[src/hw/rtl/pidf_pkg.sv]
package pidf_pkg;

  localparam int POSITION_BITS_DEF = 10;
  localparam int CFG_IDX_W  = 3;
  localparam int CFG_DATA_W = 16;
  localparam int GOAL_W     = 10;
  localparam int GAIN_W     = 16;
  localparam int SMOOTH_W   = 9;
  localparam int SUM_W      = 17;  // holds +/-65535
  localparam int DELTA_W    = 12;  // holds +/-2047
  localparam int FILT_W     = 20;  // Q11.8 filtered difference
  localparam int OUT_W      = 16;

  localparam logic [CFG_IDX_W-1:0] REG_GOAL     = 3'd0;
  localparam logic [CFG_IDX_W-1:0] REG_DEADBAND = 3'd1;
  localparam logic [CFG_IDX_W-1:0] REG_ILIMIT   = 3'd2;
  localparam logic [CFG_IDX_W-1:0] REG_DLIMIT   = 3'd3;
  localparam logic [CFG_IDX_W-1:0] REG_GAIN_P   = 3'd4;
  localparam logic [CFG_IDX_W-1:0] REG_GAIN_I   = 3'd5;
  localparam logic [CFG_IDX_W-1:0] REG_GAIN_D   = 3'd6;
  localparam logic [CFG_IDX_W-1:0] REG_SMOOTH   = 3'd7;

  typedef struct packed {
    logic [GOAL_W-1:0]   goal;
    logic [9:0]          deadband;
    logic [15:0]         ilimit;
    logic [10:0]         dlimit;
    logic [GAIN_W-1:0]   gain_p;
    logic [GAIN_W-1:0]   gain_i;
    logic [GAIN_W-1:0]   gain_d;
    logic [SMOOTH_W-1:0] smooth;
  } cfg_t;

endpackage

[src/hw/rtl/pidf_cfg_regs.sv]
module pidf_cfg_regs (
  input  logic                             clk,
  input  logic                             rst_n,
  input  logic                             we,
  input  logic [pidf_pkg::CFG_IDX_W-1:0]   index,
  input  logic [pidf_pkg::CFG_DATA_W-1:0]  data,
  output pidf_pkg::cfg_t                   cfg
);

  pidf_pkg::cfg_t cfg_r;

  always_ff @(posedge clk) begin
    if (!rst_n) begin
      cfg_r.goal     <= 10'd512;
      cfg_r.deadband <= '0;
      cfg_r.ilimit   <= 16'hFFFF;
      cfg_r.dlimit   <= 11'h7FF;
      cfg_r.gain_p   <= 16'd256;
      cfg_r.gain_i   <= '0;
      cfg_r.gain_d   <= '0;
      cfg_r.smooth   <= '0;
    end else if (we) begin
      case (index)
        pidf_pkg::REG_GOAL:     cfg_r.goal     <= data[9:0];
        pidf_pkg::REG_DEADBAND: cfg_r.deadband <= data[9:0];
        pidf_pkg::REG_ILIMIT:   cfg_r.ilimit   <= data[15:0];
        pidf_pkg::REG_DLIMIT:   cfg_r.dlimit   <= data[10:0];
        pidf_pkg::REG_GAIN_P:   cfg_r.gain_p   <= data[15:0];
        pidf_pkg::REG_GAIN_I:   cfg_r.gain_i   <= data[15:0];
        pidf_pkg::REG_GAIN_D:   cfg_r.gain_d   <= data[15:0];
        pidf_pkg::REG_SMOOTH:   cfg_r.smooth   <= data[8:0];
        default: ;
      endcase
    end
  end

  assign cfg = cfg_r;

endmodule

[src/hw/rtl/pidf_smac.sv]
// Bit-serial multiply-accumulate, multiplier bits MSB first (Horner form):
// acc = 2*acc + sum of operands whose bit is set.
module pidf_smac #(
  parameter int AW = 44
) (
  input  logic                 clk,
  input  logic                 clr,
  input  logic                 en,
  input  logic [2:0]           bits,
  input  logic signed [AW-1:0] op0,
  input  logic signed [AW-1:0] op1,
  input  logic signed [AW-1:0] op2,
  output logic signed [AW-1:0] acc
);

  logic signed [AW-1:0] acc_r;
  logic signed [AW-1:0] acc_nxt;

  always_comb begin
    acc_nxt = acc_r <<< 1;
    if (bits[0]) acc_nxt = acc_nxt + op0;
    if (bits[1]) acc_nxt = acc_nxt + op1;
    if (bits[2]) acc_nxt = acc_nxt + op2;
  end

  always_ff @(posedge clk) begin
    if (clr) begin
      acc_r <= '0;
    end else if (en) begin
      acc_r <= acc_nxt;
    end
  end

  assign acc = acc_r;

endmodule

[src/hw/rtl/pid_regulator_deadband_filtered_d_top.sv]
// One item at a time: the input is stalled from the transaction until the result is
// registered; inside the deadband the MAC steps are skipped.
// The bit-serial MAC runs first over the bits of the smoothing weight,
// then over the bits of the three gains in parallel.
// Reset (synchronous, rst_n low): registers to defaults, integral, filtered
// difference and previous error cleared, no result pending.
module pid_regulator_deadband_filtered_d_top #(
  parameter int POSITION_BITS = pidf_pkg::POSITION_BITS_DEF
) (
  input  logic                                  clk,
  input  logic                                  rst_n,
  input  logic                                  in_valid,
  output logic                                  in_stall,
  input  logic [POSITION_BITS-1:0]              in_position,
  input  logic                                  in_mission_mode,
  output logic                                  out_valid,
  input  logic                                  out_stall,
  output logic signed [pidf_pkg::OUT_W-1:0]     out_correction,
  output logic                                  out_in_deadband,
  output logic                                  out_last_error_positive,
  input  logic                                  cfg_we,
  input  logic [pidf_pkg::CFG_IDX_W-1:0]        cfg_index,
  input  logic [pidf_pkg::CFG_DATA_W-1:0]       cfg_data
);

  localparam int GW  = pidf_pkg::GOAL_W;
  localparam int EW  = ((POSITION_BITS > GW) ? POSITION_BITS : GW) + 1;
  localparam int SW  = pidf_pkg::SUM_W;
  localparam int SPW = ((SW > EW) ? SW : EW) + 1;
  localparam int DW  = pidf_pkg::DELTA_W;
  localparam int FW  = pidf_pkg::FILT_W;
  localparam int AW  = ((EW + 26 > 42) ? EW + 26 : 42) + 2;
  localparam int KW  = pidf_pkg::GAIN_W;
  localparam int MW  = pidf_pkg::SMOOTH_W;
  localparam logic signed [AW-1:0] CMAX = AW'(32767);
  localparam logic signed [AW-1:0] CMIN = ~CMAX;

  typedef enum logic [2:0] {S_IDLE, S_PREP, S_FLT, S_RND, S_OUT, S_FIN} state_t;

  pidf_pkg::cfg_t cfg;

  pidf_cfg_regs u_cfg (
    .clk   (clk),
    .rst_n (rst_n),
    .we    (cfg_we),
    .index (cfg_index),
    .data  (cfg_data),
    .cfg   (cfg)
  );

  state_t                state_r;
  logic [3:0]            cnt_r;
  logic signed [EW-1:0]  err_r;
  logic                  mission_r;
  logic                  db_r;
  logic signed [SW-1:0]  sum_r;
  logic signed [DW-1:0]  diff_r;
  logic signed [FW-1:0]  filt_r;
  logic [KW-1:0]         sh_p_r, sh_i_r, sh_d_r;

  logic signed [SW-1:0]  error_sum_r;
  logic signed [FW-1:0]  smooth_r;
  logic signed [EW-1:0]  prev_r;

  logic                  out_valid_r;
  logic signed [pidf_pkg::OUT_W-1:0] out_corr_r;
  logic                  out_db_r;
  logic                  out_lep_r;

  // input error
  logic signed [EW-1:0]  err_in;
  assign err_in = $signed({{(EW-POSITION_BITS){1'b0}}, in_position})
                - $signed({{(EW-GW){1'b0}}, cfg.goal});

  // deadband test
  logic [EW-1:0] mag;
  logic          in_db;
  assign mag   = (err_r < 0) ? $unsigned(-err_r) : $unsigned(err_r);
  assign in_db = mag < {{(EW-10){1'b0}}, cfg.deadband};

  // clamped integral
  logic signed [SPW-1:0] sum_raw, ilim, sum_cl;
  assign sum_raw = SPW'(error_sum_r) + SPW'(err_r);
  assign ilim    = $signed({{(SPW-16){1'b0}}, cfg.ilimit});
  assign sum_cl  = (sum_raw > ilim) ? ilim : ((sum_raw < -ilim) ? -ilim : sum_raw);

  // clamped difference
  logic signed [EW:0] diff_raw, dlim, diff_cl;
  assign diff_raw = (EW+1)'(err_r) - (EW+1)'(prev_r);
  assign dlim     = $signed({{(EW-10){1'b0}}, cfg.dlimit});
  assign diff_cl  = (diff_raw > dlim) ? dlim : ((diff_raw < -dlim) ? -dlim : diff_raw);

  logic [MW-1:0] s_eff;
  assign s_eff = (cfg.smooth > MW'(256)) ? MW'(256) : cfg.smooth;

  // serial MAC
  logic signed [AW-1:0] acc, op0, op1, op2;
  logic                 mac_clr, mac_en;

  // filter: s*(S - 256*D) + 65536*D; output: 256*(kp*e + ki*sum) + kd*filt
  assign op0 = (state_r == S_FLT) ? (AW'(smooth_r) - (AW'(diff_r) <<< 8))
                                  : (AW'(err_r) <<< 8);
  assign op1 = AW'(sum_r) <<< 8;
  assign op2 = AW'(filt_r);
  assign mac_clr = ((state_r == S_PREP) && !in_db) || (state_r == S_RND);
  assign mac_en  = (state_r == S_FLT) || (state_r == S_OUT);

  pidf_smac #(.AW(AW)) u_mac (
    .clk  (clk),
    .clr  (mac_clr),
    .en   (mac_en),
    .bits ({sh_d_r[KW-1], sh_i_r[KW-1], sh_p_r[KW-1]}),
    .op0  (op0),
    .op1  (op1),
    .op2  (op2),
    .acc  (acc)
  );

  // rounding of filter numerator, halves away from zero
  logic signed [AW-1:0] num, num_abs, rnd;
  assign num     = acc + (AW'(diff_r) <<< 16);
  assign num_abs = (num < 0) ? -num : num;
  assign rnd     = (num < 0) ? -((num_abs + AW'(128)) >>> 8) : ((num_abs + AW'(128)) >>> 8);

  // output: truncate toward zero, saturate
  logic signed [AW-1:0] q_in, q, corr_sat;
  assign q_in     = (acc < 0) ? (acc + AW'(65535)) : acc;
  assign q        = q_in >>> 16;
  assign corr_sat = (q > CMAX) ? CMAX : ((q < CMIN) ? CMIN : q);

  logic out_free;
  assign out_free = !out_valid_r || !out_stall;

  always_ff @(posedge clk) begin
    if (!rst_n) begin
      state_r     <= S_IDLE;
      cnt_r       <= '0;
      db_r        <= 1'b0;
      out_valid_r <= 1'b0;
      error_sum_r <= '0;
      smooth_r    <= '0;
      prev_r      <= '0;
    end else begin
      // S_FIN reloads the result register in the same cycle
      if (out_valid_r && !out_stall && (state_r != S_FIN)) out_valid_r <= 1'b0;
      case (state_r)
        S_IDLE: begin
          if (in_valid) begin
            err_r     <= err_in;
            mission_r <= in_mission_mode;
            state_r   <= S_PREP;
          end
        end
        S_PREP: begin
          db_r   <= in_db;
          sum_r  <= sum_cl[SW-1:0];
          diff_r <= diff_cl[DW-1:0];
          sh_p_r <= {s_eff, {(KW-MW){1'b0}}};
          sh_i_r <= '0;
          sh_d_r <= '0;
          cnt_r  <= 4'(MW - 1);
          state_r <= in_db ? S_FIN : S_FLT;
        end
        S_FLT: begin
          sh_p_r <= sh_p_r << 1;
          cnt_r  <= cnt_r - 4'd1;
          if (cnt_r == '0) state_r <= S_RND;
        end
        S_RND: begin
          filt_r <= rnd[FW-1:0];
          if (!mission_r) sum_r <= '0;
          sh_p_r <= cfg.gain_p;
          sh_i_r <= cfg.gain_i;
          sh_d_r <= cfg.gain_d;
          cnt_r  <= 4'(KW - 1);
          state_r <= S_OUT;
        end
        S_OUT: begin
          sh_p_r <= sh_p_r << 1;
          sh_i_r <= sh_i_r << 1;
          sh_d_r <= sh_d_r << 1;
          cnt_r  <= cnt_r - 4'd1;
          if (cnt_r == '0) state_r <= S_FIN;
        end
        S_FIN: begin
          if (out_free) begin
            out_valid_r <= 1'b1;
            out_db_r    <= db_r;
            if (db_r) begin
              out_corr_r <= '0;
              out_lep_r  <= prev_r > 0;
            end else begin
              out_corr_r  <= corr_sat[pidf_pkg::OUT_W-1:0];
              out_lep_r   <= err_r > 0;
              error_sum_r <= sum_r;
              smooth_r    <= filt_r;
              prev_r      <= err_r;
            end
            state_r <= S_IDLE;
          end
        end
        default: state_r <= S_IDLE;
      endcase
    end
  end

  assign in_stall                = (state_r != S_IDLE);
  assign out_valid               = out_valid_r;
  assign out_correction          = out_corr_r;
  assign out_in_deadband         = out_db_r;
  assign out_last_error_positive = out_lep_r;

endmodule
[config.mk]
export PLATFORM = sky130hd
export DESIGN_NAME = pid_regulator_deadband_filtered_d_top
export DESIGN_NICKNAME = d
export VERILOG_FILES = /design/src/hw/rtl/pidf_pkg.sv /design/src/hw/rtl/pidf_cfg_regs.sv /design/src/hw/rtl/pidf_smac.sv /design/src/hw/rtl/pid_regulator_deadband_filtered_d_top.sv
export SDC_FILE = /design/constraint.sdc
export NUM_CORES = 1
export LEC_CHECK = 0
export BUFFER_PORTS_ARGS = -buffer_cell sky130_fd_sc_hd__buf_2
export CAP_MARGIN = 25
export CORE_MARGIN = 3
export CORE_UTILIZATION = 42
export DETAILED_ROUTE_END_ITERATION = 16
export SETUP_SLACK_MARGIN = 0.05
export SYNTH_ARGS = -nofsm -noshare
export SYNTH_HDL_FRONTEND = slang
export SYNTH_SLANG_ARGS = --single-unit
export TNS_END_PERCENT = 10
[constraint.sdc]
create_clock -name clk -period 21.3 [get_ports clk]
set_input_delay 0 -clock clk [delete_from_list [all_inputs] [get_ports clk]]
set_output_delay 0 -clock clk [all_outputs]
set_load 0.02 [all_outputs]
==> results.toml, run 1 <==
[status]
status = "finished clean"

[place]
place_congestion = 0.892
placed_cells = 4177
place.port_buffers = 54
dpl.hpwl_mm = 58.5

[final_layout]
area_delta_synth_final_pct = 10.1
finalNonFillerCells = 4287
num-fill-cells = 6449
post-route-util_pct = 46.8
final_nets = 3714
drive_above_1_share_pct = 7.49
antenna_cells = 0

[routing]
num_vias = 24200
post-route-drc-count = 0
ant_nets = 0
wl_mm = 79.5
post_drt_wl_per_cell_um = 18.5
vias_per_cell = 5.65
drt-initial-drc-count = 1704
dr.pass1.iters = 5

[synth]
synth_nets = 3694
seq_area_frac_synth_pct = 28.8
synth_edf_count = 127
yosysTopAreaCell = "dfxtp_1"
syn_area_per_cell_um2 = 8.13
netlist.area_leader.share_pct = 14.9
async_flop_share_pct = 0
synth-compound-area-share_pct = 23.9
synth_seq_cells = 332
synthAdderAreaFrac_pct = 12.9
muxShareOfSynthArea_pct = 3.70
yosysWarnings = 0
post_synth_num_cell_types = 92
synth_top_family_by_area = "compound AO/OA/AOI/OAI gates"
ys.flop_type = "dfxtp_1"
synthTopCellsByArea = "dfxtp_1, edfxtp_1, ha_1"
synthCells = 3381
yosys.area_share.simple_pct = 17.9
syn-cell-area_um2 = 27500
synthXorXnorAreaFrac_pct = 8.15

[die]
dieWidth_um = 262
chipHeight_um = 262
fp.coreArea_um2 = 64600
die_area_um2 = 68500
io_pins = 55
initial_core_util_pct = 42.5
rows = 93

[clock_network]
root_buffer = "clkbuf_16"
clk_pin_slew_worst_paths_ns = 0.06
cts.sinks = 332
cts_tree = "done"
post_cts_buffers = 0
numCtsBuffers = 39
ctsHtreeMaxLevel = 2
cts_buffer_depth = 3
clk-insertion-delay-late_ns = 0.59

[worst_setup_path]
endpoint_kind = "register"
worst_setup_path_start_kind = "register"
reg2reg_depth = 33
slowest_delay_ns = 0.84
startpoint = "state_r[0]$_SDFFE_PN0P_"
reg2reg_from = "state_r[0]$_SDFFE_PN0P_"
crit_top_cell = "o21ai_0"
reg2reg_to = "u_mac.acc[43]$_SDFFE_PP0N_"
rrSetupSlack_ns = 11.73
crit_type = "reg2reg"
cpMaxStageDelayCell = "dfxtp_1"
cp.arrival_ns = 10.00
worstPathRequired_ns = 21.74
critPathMaxFanout = 21

[global_routing]
antenna_found_initial = 0
grt_max_degree = 82
grt_pass1_wl_mm = 126
overflow = 0
grtUsageTotal_pct = 23.0
first_global_vias = 22700

[sta]
fmax_mhz = 105
worst_slew_pin_slew_ns = 1.03
min_period_ns = 9.57
drv_slew = 0
skew_ns = 0.0209
relSlewSlack_pct = 31.3
grt_setup_unrepaired = "false"
min_period_over_period_pct = 44.9
setup_viol_count_final = 0
finalSetupTns_ns = 0
hold_slack_ns = 0.0553
hold_viol = 0

[pwr]
ir_drop_uv = 76.5
powerDensity_nw_per_um2 = 157
p_leak_nw = 12.6

[run]
cap_violations = 0

[hold_path]
hold_path_depth = 5
hold_end = "u_cfg.cfg[1]$_SDFFE_PN0P_"
holdCritPathClass = "in2reg"
hp-start = "cfg_we"
stage by stage:
stage | instance area [µm²] | total power (W) | setup WS, ns
after floorplan | 27500 | 0.00332 | 12.31
after global placement | 28500 | 0.00400 | 12.04
after detailed placement | 28600 | 0.00400 | 11.92
after CTS | 30200 | 0.00473 | 11.92
after global routing | 30200 | 0.00515 | 10.91
final | 30200 | 0.00474 | 11.73
cell type report:
class                   count  area, µm²  area share [%]
clock buffers              49       1030            3.42
clock inverters            23        258           0.852
inverters                 184        693            2.29
multi-input cells        2716      18300            60.6
flip-flops and latches    332       7920            26.2
well taps                 855       1070            3.54
repair buffers            128        931            3.08
where the power goes:
group | switching, W | internal, W | total [W] | leakage (nW)
clock | 0.000299 | 0.000398 | 0.000698 | 0.630
sequential | 0.000152 | 0.000794 | 0.000947 | 2.84
combinational | 0.00178 | 0.00131 | 0.00309 | 9.08
total | 0.00224 | 0.00250 | 0.00474 | 12.6
cells by family after synthesis:
family                     after synthesis
muxes                                   95
xor gates and xnor gates               254
AOI/OAI and AO/OA                     1007
DFF                                    332
buffers and inverters                  333
and+or+nand+nor                       1081
adders and majority gates              279
placed cells by master (no fill, tap or decap), types with 9 or more instances in the layout:
cell,count
a211oi_1,53
dfxtp_1,205
o21a_1,40
nor3_1,52
o211ai_1,41
nand2_1,494
o21bai_1,21
nand4_1,36
a21boi_0,9
ha_1,270
nor2_1,207
mux2i_1,44
mux2_2,50
clkbuf_16,39
buf_4,34
dlygate4sd3_1,36
nand2b_1,51
o21ai_0,149
buf_2,56
a31oi_1,32
nor2b_1,35
a22o_1,38
nor4_1,19
o31ai_1,19
or2_2,16
xnor2_1,176
a21o_1,126
and3_1,23
xor2_1,77
or3_1,19
inv_1,181
nand3_1,62
edfxtp_1,127
and2_1,26
a21oi_1,342
a211o_1,11
per-layer routing:
layer	global-route usage, %	vias up	part of all wire, %
met3	2.63	108	4.5
met5	0	-	0
li1	-	12200	-
met1	31.5	11400	47
met4	7.10	0	2.9
met2	38.0	518	45
registers in the layout (all words and copies together) (netlist names):
name	flops
sum_r	17
u_mac.acc	44
out_valid	1
out_last_error_positive	1
out_in_deadband	1
db_r	1
cnt_r	4
out_correction	16
sh_i_r	16
diff_r	12
sh_p_r	16
state_r	3
mission_r	1
prev_r	11
err_r	11
u_cfg.cfg	104
smooth_r	20
error_sum_r	17
sh_d_r	16
filt_r	20
critical path, delay by kind of cell (launching register included):
family / cells / cell delay (ns)
xor gates and xnor gates: 2 / 0.23
DFF: 1 / 0.84
muxes: 3 / 0.64
AOI/OAI and AO/OA: 18 / 4.06
buffers and inverters: 1 / 0.48
adders and majority gates: 3 / 1.11
and+or+nand+nor: 6 / 2.03
timing repair:
action,in CTS,in global routing
hold buffers,34,2
endpoints found under the hold margin,118,1
resized for setup,0,0
worst max path at each step:
stage                                       to  slack, ns  cells after the start
floorplan           u_mac.acc[38]$_SDFFE_PP0N_      12.31                     41
global placement    u_mac.acc[43]$_SDFFE_PP0N_      12.04                     33
detailed placement  u_mac.acc[43]$_SDFFE_PP0N_      11.92                     33
CTS                 u_mac.acc[43]$_SDFFE_PP0N_      11.92                     33
global route        u_mac.acc[43]$_SDFFE_PP0N_      10.91                     33
finish              u_mac.acc[43]$_SDFFE_PP0N_      11.73                     33
synthesized netlist by cell type, types with 12 or more instances:
cell / n
nor4_1: 20
edfxtp_1: 127
nand2b_1: 51
nor3_1: 56
mux2i_1: 44
o21ai_0: 151
buf_1: 12
xor2_1: 77
inv_1: 181
nand2_1: 494
mux2_2: 50
a21o_1: 126
nor2_1: 210
a21oi_1: 343
a31oi_1: 32
clkbuf_1: 123
a211oi_1: 53
and3_1: 23
o211ai_1: 41
nand3_1: 62
or2_2: 16
o31ai_1: 19
nor2b_1: 35
a22o_1: 38
o21bai_1: 21
xnor2_1: 176
or3_1: 20
dfxtp_1: 205
nand4_1: 36
ha_1: 270
and2_1: 26
o21a_1: 40
No activity file was read; power rests on OpenSTA's default activity.
==> run 2, diff against run 1 <==
==> constraint.sdc (replaced) <==
create_clock -name clk -period 8.8 [get_ports clk]
set_input_delay 0 -clock clk [delete_from_list [all_inputs] [get_ports clk]]
set_output_delay 0 -clock clk [all_outputs]
set_load 0.02 [all_outputs]
==> run 2 against run 1 <==
  * Wire length grew 2.3%
  * Flip-flop and latch count is the same
  * Die area is the same
  * Cell area grew 1.7%
  * Clock-buffer cell count grew 15
  * Utilization grew 0.80 points
  * Critical path type unchanged
  * Maximum frequency grew 16%
  * Global-route usage grew 0.17 points
  * Highest routed layer unchanged
  * Non-clock buffer count grew 33
==> results.toml, run 2 (synthesis results as in run 1) <==
[status]
status = "finished clean"

[global_routing]
grtUsageTotal_pct = 23.2
first_global_vias = 22500
antenna_found_initial = 1
grt_pass1_wl_mm = 127
overflow = 0
grt_max_degree = 76

[final_layout]
finalNonFillerCells = 4322
area_delta_synth_final_pct = 12.0
seq_area_um2 = 7920
largest_reg_flops = 104
antenna_cells = 0
drive_above_1_share_pct = 9.40
layout_common_cells = "nand2_1, a21oi_1, ha_1"
num-fill-cells = 6364
multiInputGateArea_um2 = 18500
final_nets = 3748
finish.instance_area_um2 = 30800
final_common_cell = "nand2_1"

[worst_setup_path]
critPathMaxFanout = 6
endpoint_kind = "register"
rrSetupSlack_ns = 0.53
reg2reg_depth = 43
worstPathRequired_ns = 9.27
crit_type = "reg2reg"
worst_setup_path_start_kind = "register"
cpMaxStageDelayCell = "edfxtp_1"
cp.arrival_ns = 8.74
slowest_delay_ns = 0.38
crit_top_cell = "a21o_1"

[pwr]
internal_power_w = 0.00624
p_comb_share_pct = 66.3
ir_drop_uv = 201
total_power_w = 0.0118
p_leak_nw = 12.8
p_clk_share_pct = 14.3
power_switching_w = 0.00552
powerDensity_nw_per_um2 = 382
swShare_pct = 47.0
p_seq_share_pct = 19.5

[clock_network]
cts.sinks = 332
root_buffer = "clkbuf_16"
clk-insertion-delay-late_ns = 0.58
cts_buffer_depth = 3
clk_pin_slew_worst_paths_ns = 0.06
numCtsBuffers = 40
cts_tree = "done"
ctsHtreeMaxLevel = 2

[place]
dpl.hpwl_mm = 59.4
place_congestion = 0.917
dpl-instance-area_um2 = 28800
placed_cells = 4201
place.port_buffers = 54

[die]
io_pins = 55
fp.coreArea_um2 = 64600
rows = 93
dieWidth_um = 262
chipHeight_um = 262
die_area_um2 = 68500
initial_core_util_pct = 42.5

[routing]
num_vias = 24500
dr.pass1.iters = 5
ant_nets = 0
post_drt_wl_per_cell_um = 18.8
wl_mm = 81.3
post-route-drc-count = 0
drt-initial-drc-count = 1655
vias_per_cell = 5.68

[sta]
skew_ns = 0.0220
min_period_over_period_pct = 94.0
fmax_mhz = 121
worst_slew_pin_slew_ns = 1.06
hold_viol = 0
min_period_ns = 8.27
setup_viol_count_final = 0
relSlewSlack_pct = 29.6
drv_slew = 0
hold_slack_ns = 0.0811
finalSetupTns_ns = 0
grt_setup_unrepaired = "true"

[hold_path]
holdCritPathClass = "in2reg"
hold_path_depth = 5

[run]
cap_violations = 0
## run 2: cell count changes in the layout (fill, tap and decap cells not counted), sizes merged
cell,change
dlygate4sd3,+1
bufinv,-4
clkinv,-2
clkinvlp,-3
buf,+32
inv,-4
clkbuf,+15
## run 2: path summary, 6_finish.rpt
kind / startpoint / endpoint
hold reg to reg: smooth_r[6]$_SDFFE_PN0P_ / smooth_r[6]$_SDFFE_PN0P_
hold / removal: cfg_we / u_cfg.cfg[0]$_SDFFE_PN0P_
setup reg to reg: diff_r[1]$_DFFE_PP_ / u_mac.acc[38]$_SDFFE_PP0N_
setup / recovery: diff_r[1]$_DFFE_PP_ / u_mac.acc[38]$_SDFFE_PP0N_
## run 2: repair_timing
item,CTS,global route
gates resized for setup,0,66
buffers inserted,0,7
hold endpoints to repair,118,1
pin swaps,1,22
hold buffers,35,2
setup endpoints to repair,1,16
## run 2: layout make-up
class,instances,share of cell area (%)
Sequential cell,332,25.7
Inverter,184,2.25
Clock buffer,64,3.98
Timing Repair Buffer,161,3.95
Multi-Input combinational cell,2716,60.3
Clock inverter,10,0.321
Tap cell,855,3.48
## run 2: per-layer routing
metal | GRT usage (%) | routed length [µm]
met5 | 0 | 0
met3 | 3.37 | 4350
met4 | 7.18 | 2510
met2 | 37.5 | 36500
met1 | 31.9 | 38000
## run 2: stage by stage
step / utilization (%) / setup slack, ns
2_1_floorplan: - / 0.424
3_3_place_gp: 44.5 / 0.150
3_5_place_dp: 44.6 / 0.0857
4_1_cts: 47.1 / 0.0521
5_1_grt: 47.6 / 0.00300
6_report: 47.6 / 0.532
## run 2: power by group through the flow
stage	Combinational, W	Sequential (W)	Clock (W)
after global placement	0.00748	0.00232	0
after CTS	0.00756	0.00228	0.00171
after global routing	0.00866	0.00231	0.00177
after detailed placement	0.00750	0.00231	0
after floorplan	0.00591	0.00212	0
final	0.00780	0.00229	0.00168
## run 2: worst max-delay path: cells and delay by family (launching register included)
family | cells | cell delay [ns]
AOI/OAI and AO/OA | 25 | 4.25
muxes | 2 | 0.56
adders and majority gates | 4 | 1.16
buffers and inverters | 1 | 0.07
DFF | 1 | 0.38
and+or+nand+nor | 7 | 1.35
xor gates and xnor gates | 4 | 0.40
==> run 3, diff against run 2 <==
--- a/config.mk
+++ b/config.mk
@@ -5,6 +5,7 @@
 export SDC_FILE = /design/constraint.sdc
 export NUM_CORES = 1
 export LEC_CHECK = 0
+export ABC_AREA = 1
 export BUFFER_PORTS_ARGS = -buffer_cell sky130_fd_sc_hd__buf_2
 export CAP_MARGIN = 25
 export CORE_MARGIN = 3
==> run 3 against run 2 <==
  * Global-route usage grew 3.6 points
  * Sequential power is 3% higher
  * Clock power up 5%
  * Clock-buffer cell count down 15
  * Sequential share of layout area shrank 0.92 points
  * Die area is 4.4% higher
  * Combinational power is 27% higher
  * Setup slack improved by 0.11 ns
  * Utilization is 0.29 points lower
  * Non-clock buffer count is 28 lower
  * Clock skew is 0.023 ns higher
==> results.toml, run 3 <==
[status]
status = "finished clean"

[clock_network]
root_buffer = "clkbuf_16"
numCtsBuffers = 40
clk_pin_slew_worst_paths_ns = 0.06
ctsHtreeMaxLevel = 2
cts_buffer_depth = 3
cts.sinks = 332
cts_tree = "done"
clk-insertion-delay-late_ns = 0.60

[sta]
finalSetupTns_ns = 0
setup_viol_count_final = 0
worst_slew_pin_slew_ns = 0.960
min_period_over_period_pct = 92.8
fmax_mhz = 123
skew_ns = 0.0450
grt_setup_unrepaired = "true"
relSlewSlack_pct = 35.8
drv_slew = 0
min_period_ns = 8.16
hold_viol = 0

[synth]
synth.most_common_cell = "nand2_1"
synth_common_cells = "nand2_1, inv_1, nor2_1"
ys.flop_type = "dfxtp_1"
synthCells = 4199
synth_edf_count = 127
seq_area_frac_synth_pct = 27.6
yosys.area_share.simple_pct = 26.3
synth_top_family_by_area = "simple AND/OR/NAND/NOR gates"
synth_nets = 4512
synth_seq_cells = 332
synthAdderAreaFrac_pct = 12.3
yosysTopAreaCell = "dfxtp_1"
synthTopCellsByArea = "dfxtp_1, edfxtp_1, ha_1"
muxShareOfSynthArea_pct = 0.105
syn_area_per_cell_um2 = 6.84
synth-compound-area-share_pct = 19.7
async_flop_share_pct = 0
syn-cell-area_um2 = 28700
post_synth_num_cell_types = 62
netlist.area_leader.share_pct = 14.3
synthXorXnorAreaFrac_pct = 5.45
yosysWarnings = 0

[final_layout]
finish.instance_area_um2 = 31900
layout_common_cells = "nand2_1, inv_1, nor2_1"
num-fill-cells = 6901
final_common_cell = "nand2_1"
drive_above_1_share_pct = 6.63
largest_reg_flops = 104
antenna_cells = 0
area_delta_synth_final_pct = 11.1
final_nets = 4567

[die]
dieWidth_um = 267
initial_core_util_pct = 42.6
io_pins = 55
die_area_um2 = 71600
chipHeight_um = 267
fp.coreArea_um2 = 67400
rows = 95

[place]
dpl-instance-area_um2 = 30000
place_congestion = 0.959
dpl.hpwl_mm = 75.7
place.port_buffers = 54

[global_routing]
grtUsageTotal_pct = 26.8
antenna_found_initial = 0
grt_pass1_wl_mm = 150
first_global_vias = 26500
overflow = 0
grt_max_degree = 95

[worst_setup_path]
worstPathRequired_ns = 9.26
crit_type = "reg2reg"
critPathMaxFanout = 6
slowest_delay_ns = 0.42
worst_setup_path_start_kind = "register"
cp.arrival_ns = 8.62
endpoint_kind = "register"
cpMaxStageDelayCell = "edfxtp_1"

[routing]
post_drt_wl_per_cell_um = 18.7
dr.pass1.iters = 6
drt-initial-drc-count = 2419
num_vias = 28300
ant_nets = 0
wl_mm = 96.7
vias_per_cell = 5.48
post-route-drc-count = 0

[pwr]
powerDensity_nw_per_um2 = 440
p_leak_nw = 14.7
total_power_w = 0.0141
ir_drop_uv = 189

[hold_path]
holdCritPathClass = "in2reg"

[run]
cap_violations = 0
run 3: cell count changes in the layout (fill, tap and decap cells not counted), moves of 29 or more:
cell,before,now
xnor2_1,176,54
nand3_1,62,220
nand2_1,491,855
inv_1,181,505
xor2_1,76,123
nand2b_1,51,0
mux2i_1,44,3
o21a_1,40,11
nor2_1,205,472
nor2b_1,35,0
o21ai_0,136,354
a21o_1,126,23
a211oi_1,51,8
mux2_2,50,0
run 3: layout make-up:
cell class | instances | area (µm²) | area share, %
well taps | 873 | 1090 | 3.42
inverters | 521 | 1960 | 6.14
clock inverters | 25 | 344 | 1.08
repair buffers | 133 | 1020 | 3.18
clock buffers | 49 | 1040 | 3.27
flip-flops and latches | 332 | 7920 | 24.8
multi-input cells | 3226 | 18500 | 58.1
run 3: per-stage QoR:
step / setup WS [ns] / cells / hold WS (ns) / util [%]
final: 0.638 / 5159 / 0.0249 / 47.3
after global routing: 0.0264 / 5159 / 0.0583 / 47.3
after CTS: 0.0521 / 5155 / 0.00455 / 47.1
after detailed placement: 0.103 / 5043 / 0.192 / 44.5
after global placement: 0.0712 / 5040 / 0.178 / 44.4
after floorplan: 1.27 / 4199 / 0.0989 / -
run 3: where the power goes:
part / leakage [nW] / total, W / internal, W / switching [W]
Clock: 0.666 / 0.00177 / 0.00104 / 0.000730
Sequential: 2.85 / 0.00235 / 0.00200 / 0.000355
Combinational: 11.2 / 0.00993 / 0.00329 / 0.00664
Total: 14.7 / 0.0141 / 0.00633 / 0.00772
run 3: routing by layer:
metal / vias to the layer above / track usage [%] / share of wire [%] / wire length (µm)
met2: 863 / 44.1 / 45 / 43700
met1: 13000 / 37.0 / 45 / 43900
met3: 171 / 2.78 / 5.9 / 5750
li1: 14300 / - / - / -
met5: - / 0 / 0 / 0
met4: 0 / 8.34 / 3.5 / 3340
run 3: critical path, delay by kind of cell (launching register included):
family	cells	cell delay, ns
flip-flops	1	0.42
buffers and inverters	4	0.30
XOR/XNOR	3	0.50
AND/OR/NAND/NOR	11	1.72
adder cells (fa/ha/maj)	5	1.84
multiplexers	1	0.14
AO/OA/AOI/OAI	15	3.09
run 3: logic make-up after synthesis:
kind of cell,after synthesis
flops,332
buf+inv,641
simple gates,1772
mux,3
compound gates,995
xor+xnor,178
fa+ha+maj,278
run 3: worst paths after layout:
kind / end / depth (start not counted) / slack (ns) / start
worst min register to register: smooth_r[6]$_SDFFE_PN0P_ / 2 / 0.46 / smooth_r[6]$_SDFFE_PN0P_
worst max register to register: u_mac.acc[36]$_SDFFE_PP0N_ / 39 / 0.64 / diff_r[0]$_DFFE_PP_
worst max-delay path: u_mac.acc[36]$_SDFFE_PP0N_ / 39 / 0.64 / diff_r[0]$_DFFE_PP_
worst min-delay path: u_cfg.cfg[49]$_SDFFE_PN1P_ / 2 / 0.02 / rst_n
run 3: repair_timing:
item / 4_1_cts / 5_1_grt
hold buffers: 38 / 0
resized for setup: 0 / 36
setup buffers: 0 / 2
setup endpoints to repair: 0 / 18
hold endpoints to repair: 119 / 0
